==> src/hw/rtl/bfsa_pkg.sv <==
// bfsa_pkg: shared types and constants for the best-fit slot allocator
// holds beat payload structs, status codes, mode codes and state encoding
// no dependencies
`timescale 1ns / 1ps

package bfsa_pkg;

    localparam int SLOT_COUNT_DEF   = 16;
    localparam int ADDRESS_BITS_DEF = 32;

    localparam logic MODE_LOAD  = 1'b0;
    localparam logic MODE_ALLOC = 1'b1;

    typedef enum logic [1:0] {
        STAT_LOADED    = 2'd0,
        STAT_FULL      = 2'd1,
        STAT_ALLOCATED = 2'd2,
        STAT_NO_FIT    = 2'd3
    } status_t;

    typedef enum logic [2:0] {
        ST_IDLE,
        ST_LOAD,
        ST_SCAN,
        ST_TAIL,
        ST_UPDATE,
        ST_DONE
    } state_t;

    typedef struct packed {
        logic        mode;
        logic [31:0] slot_start;
        logic [31:0] amount;
    } in_item_t;

    typedef struct packed {
        status_t     status;
        logic [31:0] granted_base;
        logic [3:0]  chosen_slot;
    } out_item_t;

endpackage

==> src/hw/rtl/best_fit_slot_allocator.sv <==
// Best-fit slot allocator. A load beat appends a free slot (base, length) at the fill
// pointer; an allocate beat scans all SLOT_COUNT table entries, one memory read per cycle,
// and picks the valid slot with the smallest leftover that still fits, lowest index on a
// tie. The chosen slot's base is granted, the base moves up and the length shrinks by the
// request; a slot that reaches zero length is dropped. A load result passes through the load
// and done states to the output register; an allocate result passes through the scan, tail,
// update and done states, as the single read port of the slot table is walked one entry per
// cycle and the chosen entry is then written back. The next beat is accepted once the block
// is back in idle, after the finished result has waited in the done state for the output
// register to free up. One item is in work at a time; a finished result waits in the output
// register while the next item is accepted.
// Valid bits clear at reset, the table memories need no clearing.
`timescale 1ns / 1ps

module best_fit_slot_allocator #(
    parameter int SLOT_COUNT   = bfsa_pkg::SLOT_COUNT_DEF,
    parameter int ADDRESS_BITS = bfsa_pkg::ADDRESS_BITS_DEF
) (
    input  logic                aclk,
    input  logic                aresetn,
    input  logic                s_valid,
    output logic                s_ready,
    input  bfsa_pkg::in_item_t  s_data,
    output logic                m_valid,
    input  logic                m_ready,
    output bfsa_pkg::out_item_t m_data
);

    localparam int IDX_W  = $clog2(SLOT_COUNT);
    localparam int FILL_W = $clog2(SLOT_COUNT + 1);
    localparam logic [IDX_W-1:0]  LAST_IDX  = IDX_W'(SLOT_COUNT - 1);
    localparam logic [FILL_W-1:0] FULL_FILL = FILL_W'(SLOT_COUNT);

    // slot table
    logic [ADDRESS_BITS-1:0] base_mem [SLOT_COUNT];
    logic [31:0]             len_mem  [SLOT_COUNT];

    bfsa_pkg::state_t    state_reg, state_next;
    bfsa_pkg::in_item_t  item_reg, item_next;
    bfsa_pkg::out_item_t res_reg, res_next;
    bfsa_pkg::out_item_t m_data_reg, m_data_next;
    logic                m_valid_reg, m_valid_next;

    logic [SLOT_COUNT-1:0]   valid_reg, valid_next;
    logic [FILL_W-1:0]       fill_reg, fill_next;
    logic [IDX_W-1:0]        scan_addr_reg, scan_addr_next;
    logic [IDX_W-1:0]        cmp_idx_reg;
    logic                    cmp_pending_reg;
    logic [ADDRESS_BITS-1:0] rd_base_reg;
    logic [31:0]             rd_len_reg;

    logic                    found_reg, found_next;
    logic [IDX_W-1:0]        best_idx_reg, best_idx_next;
    logic [31:0]             best_left_reg, best_left_next;
    logic [ADDRESS_BITS-1:0] best_base_reg, best_base_next;

    logic                    wr_en;
    logic [IDX_W-1:0]        wr_addr;
    logic [ADDRESS_BITS-1:0] wr_base;
    logic [31:0]             wr_len;

    logic                    fits;
    logic [31:0]             left;
    logic                    take;

    assign s_ready = (state_reg == bfsa_pkg::ST_IDLE);
    assign m_valid = m_valid_reg;
    assign m_data  = m_data_reg;

    // best-fit compare on the entry read last cycle
    assign fits = cmp_pending_reg && valid_reg[cmp_idx_reg] && (rd_len_reg >= item_reg.amount);
    assign left = rd_len_reg - item_reg.amount;
    assign take = fits && (!found_reg || (left < best_left_reg));

    always_comb begin
        state_next     = state_reg;
        item_next      = item_reg;
        res_next       = res_reg;
        m_data_next    = m_data_reg;
        m_valid_next   = m_valid_reg;
        valid_next     = valid_reg;
        fill_next      = fill_reg;
        scan_addr_next = scan_addr_reg;
        found_next     = found_reg;
        best_idx_next  = best_idx_reg;
        best_left_next = best_left_reg;
        best_base_next = best_base_reg;
        wr_en          = 1'b0;
        wr_addr        = best_idx_reg;
        wr_base        = best_base_reg + ADDRESS_BITS'(item_reg.amount);
        wr_len         = best_left_reg;

        if (m_valid_reg && m_ready) begin
            m_valid_next = 1'b0;
        end

        if (take) begin
            found_next     = 1'b1;
            best_idx_next  = cmp_idx_reg;
            best_left_next = left;
            best_base_next = rd_base_reg;
        end

        unique case (state_reg)
            bfsa_pkg::ST_IDLE: begin
                if (s_valid) begin
                    item_next      = s_data;
                    scan_addr_next = '0;
                    found_next     = 1'b0;
                    state_next     = (s_data.mode == bfsa_pkg::MODE_ALLOC) ?
                                     bfsa_pkg::ST_SCAN : bfsa_pkg::ST_LOAD;
                end
            end
            bfsa_pkg::ST_LOAD: begin
                if (fill_reg == FULL_FILL) begin
                    res_next.status       = bfsa_pkg::STAT_FULL;
                    res_next.granted_base = '0;
                    res_next.chosen_slot  = '0;
                end else begin
                    wr_en                 = 1'b1;
                    wr_addr               = fill_reg[IDX_W-1:0];
                    wr_base               = ADDRESS_BITS'(item_reg.slot_start);
                    wr_len                = item_reg.amount;
                    valid_next[fill_reg[IDX_W-1:0]] = 1'b1;
                    fill_next             = fill_reg + 1'b1;
                    res_next.status       = bfsa_pkg::STAT_LOADED;
                    res_next.granted_base = '0;
                    res_next.chosen_slot  = 4'(fill_reg);
                end
                state_next = bfsa_pkg::ST_DONE;
            end
            bfsa_pkg::ST_SCAN: begin
                scan_addr_next = scan_addr_reg + 1'b1;
                if (scan_addr_reg == LAST_IDX) begin
                    scan_addr_next = '0;
                    state_next     = bfsa_pkg::ST_TAIL;
                end
            end
            bfsa_pkg::ST_TAIL: begin
                state_next = bfsa_pkg::ST_UPDATE;
            end
            bfsa_pkg::ST_UPDATE: begin
                if (found_reg) begin
                    wr_en                 = 1'b1;
                    if (best_left_reg == '0) begin
                        valid_next[best_idx_reg] = 1'b0;
                    end
                    res_next.status       = bfsa_pkg::STAT_ALLOCATED;
                    res_next.granted_base = 32'(best_base_reg);
                    res_next.chosen_slot  = 4'(best_idx_reg);
                end else begin
                    res_next.status       = bfsa_pkg::STAT_NO_FIT;
                    res_next.granted_base = '0;
                    res_next.chosen_slot  = '0;
                end
                state_next = bfsa_pkg::ST_DONE;
            end
            bfsa_pkg::ST_DONE: begin
                if (!m_valid_reg || m_ready) begin
                    m_data_next  = res_reg;
                    m_valid_next = 1'b1;
                    state_next   = bfsa_pkg::ST_IDLE;
                end
            end
            default: begin
                state_next = bfsa_pkg::ST_IDLE;
            end
        endcase
    end

    always_ff @(posedge aclk) begin
        if (!aresetn) begin
            state_reg       <= bfsa_pkg::ST_IDLE;
            m_valid_reg     <= 1'b0;
            valid_reg       <= '0;
            fill_reg        <= '0;
            scan_addr_reg   <= '0;
            cmp_pending_reg <= 1'b0;
            found_reg       <= 1'b0;
        end else begin
            state_reg       <= state_next;
            m_valid_reg     <= m_valid_next;
            valid_reg       <= valid_next;
            fill_reg        <= fill_next;
            scan_addr_reg   <= scan_addr_next;
            cmp_pending_reg <= (state_reg == bfsa_pkg::ST_SCAN);
            found_reg       <= found_next;
        end
    end

    always_ff @(posedge aclk) begin
        item_reg      <= item_next;
        res_reg       <= res_next;
        m_data_reg    <= m_data_next;
        best_idx_reg  <= best_idx_next;
        best_left_reg <= best_left_next;
        best_base_reg <= best_base_next;
        cmp_idx_reg   <= scan_addr_reg;
    end

    // slot table, one write and one registered read per cycle
    always_ff @(posedge aclk) begin
        if (wr_en) begin
            base_mem[wr_addr] <= wr_base;
            len_mem[wr_addr]  <= wr_len;
        end
        rd_base_reg <= base_mem[scan_addr_reg];
        rd_len_reg  <= len_mem[scan_addr_reg];
    end

    a_fill_bound: assert property (@(posedge aclk) disable iff (!aresetn)
        fill_reg <= FULL_FILL)
        else $error("fill pointer past table size");

    a_valid_below_fill: assert property (@(posedge aclk) disable iff (!aresetn)
        (valid_reg >> fill_reg) == '0)
        else $error("valid entry above fill pointer");

    a_load_advances: assert property (@(posedge aclk) disable iff (!aresetn)
        (state_reg == bfsa_pkg::ST_LOAD && fill_reg != FULL_FILL)
        |=> (fill_reg == $past(fill_reg) + 1'b1) && res_reg.status == bfsa_pkg::STAT_LOADED)
        else $error("load did not advance fill pointer");

    a_nofit_zero: assert property (@(posedge aclk) disable iff (!aresetn)
        (m_valid && m_data.status == bfsa_pkg::STAT_NO_FIT)
        |-> (m_data.granted_base == '0 && m_data.chosen_slot == '0))
        else $error("no-fit beat carries nonzero base or slot");

endmodule

==> config.mk <==
export PLATFORM = sky130hd
export DESIGN_NAME = best_fit_slot_allocator
export DESIGN_NICKNAME = d
export VERILOG_FILES = /design/src/hw/rtl/bfsa_pkg.sv /design/src/hw/rtl/best_fit_slot_allocator.sv
export SDC_FILE = /design/constraint.sdc
export NUM_CORES = 1
export LEC_CHECK = 0
export CAP_MARGIN = 20
export CORE_MARGIN = 3
export CORE_UTILIZATION = 44
export CTS_BUF_LIST = sky130_fd_sc_hd__clkbuf_8
export DETAILED_ROUTE_END_ITERATION = 16
export DONT_BUFFER_PORTS = 1
export GPL_TIMING_DRIVEN = 0
export PLACE_DENSITY_LB_ADDON = 0.08
export SLEW_MARGIN = 20
export SYNTH_ARGS = -nofsm -noshare
export SYNTH_HDL_FRONTEND = slang
export SYNTH_SLANG_ARGS = --single-unit
==> constraint.sdc <==
create_clock -name aclk -period 26.1 [get_ports aclk]
set_clock_uncertainty 0.1 [all_clocks]
set_input_delay 5.22 -clock aclk [delete_from_list [all_inputs] [get_ports aclk]]
set_output_delay 5.22 -clock aclk [all_outputs]
set_load 0.03 [all_outputs]
==> results.cfg <==
[timing]
rsz0062_at_grt = false
tns_ns = 0
slew_headroom = 0.222
hold_violations = 0
tightest_slew_ns = 1.17
drv_slew = 0
setup_viol = 0
max_freq_mhz = 139
timing.final.crit_period_ns = 7.21
finalHoldWorstSlack_ns = 0.251
fin_crit_sh = 0.276

[route]
ant_nets = 0
viasPerCell = 5.83
drt_iter0_drc = 3298
wire_per_inst_um = 31.5
drc_errors = 0
first_pass_iters = 5
routed_wl_um = 154000
vias = 28400

[run_status]
status = finished clean

[floorplan]
die_y_um = 354
dieArea_sq_um = 125000
core_area_sq_um = 119000
num_rows = 126
die_w_um = 354
start_util = 0.447
ioPinCount = 109

[critical_path]
slowest_delay_ns = 0.36
setup.worst_path.start_class = register
critPathKind = reg2out
crit_required_ns = 20.78
crit_arrival_ns = 1.89
critical_path.slowest_cell = clkbuf_1
endpoint_kind = primary output
path_cells = clkbuf_1 -> nor3_2 -> buf_4
crit_fanout = 10

[logic_synthesis]
synth_edf_count = 1232
synth.distinct_cells = 87
synth_nets = 2938
syn_area_per_cell_sq_um = 19.2
syn_inst = 2768
synth_seq_area_share = 0.733
syn-cell-area_sq_um = 53200
async_flop_share = 0
ys_seq_elements = 1331
synth_ff_type = edfxtp_1
yosysWarnings = 0

[power]
leakage_nw = 20.4
peakVddDrop_uv = 61.5
pwr-share-clk = 0.276
pwr-share-comb = 0.255
powerDensity_nw_per_um2 = 102
p_int_mw = 4.29
netSwitchingPower_mw = 2.01
netSwitchingFraction = 0.319
seqPwrFrac = 0.469

[placed_design]
dp_hpwl_um = 105000
placed_cells = 4473
gp_congestion = 0.881
portBuffers = 0

[global_route]
grt_max_degree = 48
grt_usage = 0.247
antenna_found_initial = 11
grt_pass1_wl_um = 216000
grt_pass1_vias = 29300
grt.overflow.total = 0

[clock_tree]
ctsLongestPathBuffers = 3
numCtsBuffers = 211
cts_setup_buffers = 0
cts-resized-gates = 0
cts-htree-levels = 4
cts_root_buf = clkbuf_8
hold_buffers = 0
cts_tree = yes
cts_sinks = 1331
worstSkewPairLatency_ns = 0.94
clk_transition_reported_paths_ns = 0.06

[final_layout]
final_core_util = 0.519
drive_above_1_share = 0.260
nets = 3258
fin_cells = 4874
nFillCells = 9479
synthToLayoutAreaGrowth_pct = 16.1

[run]
maxCapViolations = 0

[hold_path]
hp-class = reg2reg
[critical path: cells and delay by family, from the launching register on]
| family | cells | cell delay [ns] |
|---|---|---|
| buffers and inverters | 2 | 0.56 |
| flip-flops | 1 | 0.33 |
| AND/OR/NAND/NOR | 1 | 0.08 |
[per-layer routing]
| metal | part of all wire | routed length [um] | up-vias | GRT usage |
|---|---|---|---|---|
| li1 | - | - | 12000 | - |
| met4 | 0.030 | 4680 | 2 | 0.0871 |
| met5 | 0.000085 | 13 | - | 0 |
| met3 | 0.071 | 11000 | 244 | 0.0437 |
| met2 | 0.48 | 73500 | 1211 | 0.392 |
| met1 | 0.42 | 64600 | 15000 | 0.345 |
[metrics by stage]
stage / power (mW) / area [sq um] / worst slack (ns)
floorplan: 3.92 / 53200 / 16.95
global placement: 4.47 / 55200 / 10.87
detailed placement: 4.58 / 57500 / 19.54
CTS: 6.33 / 61700 / 18.79
global route: 6.57 / 61700 / 18.74
finish: 6.29 / 61800 / 18.89
[path summary, 6_finish.rpt]
path / endpoint / from / slack [ns] / depth (start not counted)
setup / recovery: s_ready / state_reg[1] / 18.89 / 3
hold / removal: cmp_idx_reg[3] / scan_addr_reg[3] / 0.25 / 0
setup reg to reg: best_base_reg[10] / item_reg[1] / 19.78 / 19
hold reg to reg: cmp_idx_reg[3] / scan_addr_reg[3] / 0.25 / 0
[synth_stat cells (9+ instances only)]
master / n / area, sq um
ha_1: 99 / 1240
and2_1: 9 / 56.3
o21bai_1: 9 / 67.6
mux4_2: 325 / 7320
edfxtp_1: 1232 / 37000
nor2_1: 92 / 345
xor2_1: 19 / 166
nand3_1: 31 / 155
o21a_1: 10 / 75.1
buf_2: 37 / 185
buf_1: 14 / 52.6
inv_1: 89 / 334
a31oi_1: 13 / 81.3
a211oi_1: 12 / 90.1
nand4_1: 13 / 81.3
clkbuf_1: 61 / 229
nor3_1: 21 / 105
dfxtp_1: 99 / 1980
nand2_1: 124 / 465
nor2b_1: 11 / 68.8
xnor2_1: 29 / 254
o21ai_1: 18 / 90.1
a21oi_1: 104 / 521
a21o_1: 51 / 383
and3_1: 42 / 263
o21ai_0: 80 / 400
[power groups by stage]
stage          Sequential, mW  Clock (mW)  Combinational, mW
2_1_floorplan            2.92           0               1.00
3_5_place_dp             3.00           0               1.58
5_1_grt                  2.96        1.88               1.73
6_report                 2.95        1.74               1.60
4_1_cts                  2.96        1.78               1.59
3_3_place_gp             3.03           0               1.43
[cell families (layout without fill, tap and decap cells)]
kind of cell,Yosys count,in the layout,share of synthesized area
DFF,1331,1331,0.733
muxes,332,332,0.139
buffers and inverters,204,702,0.0154
xor gates and xnor gates,48,48,0.00790
AOI/OAI and AO/OA,365,365,0.0457
other,0,8,0
and+or+nand+nor,387,387,0.0352
adders and majority gates,101,101,0.0240
[cells in the final DEF (no fill, tap or decap), types with 9 or more instances in the layout]
master / netlist / layout
mux4_2: 325 / 325
buf_2: 37 / 40
dfxtp_1: 99 / 99
o21ai_0: 80 / 45
nor2_1: 92 / 73
inv_1: 89 / 164
o21ai_2: 4 / 15
buf_4: 0 / 21
buf_12: 0 / 36
nor2_4: 1 / 18
nand3_1: 31 / 31
nor2b_1: 11 / 11
nor3_1: 21 / 18
xnor2_1: 29 / 29
o21bai_1: 9 / 9
a21o_1: 51 / 51
o21a_1: 10 / 10
clkbuf_1: 61 / 56
a31oi_1: 13 / 13
clkinv_2: 0 / 29
xor2_1: 19 / 19
and3_1: 42 / 42
buf_16: 0 / 40
a211oi_1: 12 / 12
buf_1: 14 / 10
nand2_1: 124 / 123
a21oi_1: 104 / 96
clkinv_1: 1 / 33
clkbuf_8: 0 / 231
nand4_1: 13 / 13
a21oi_2: 5 / 13
o21ai_1: 18 / 42
ha_1: 99 / 99
edfxtp_1: 1232 / 1232
[final cells by class]
cell class | instances | area (sq um) | share of cell area
tap | 1600 | 2000 | 0.0324
sequential | 1331 | 39000 | 0.631
inverter | 91 | 342 | 0.00553
multi-input combinational | 1233 | 13700 | 0.221
timing repair buffer | 107 | 2110 | 0.0342
clock inverter | 160 | 985 | 0.0159
antenna | 8 | 20.0 | 0.000324
clock buffer | 231 | 3180 | 0.0515
buffer | 113 | 489 | 0.00792
No activity file was read; power rests on OpenSTA's default activity.
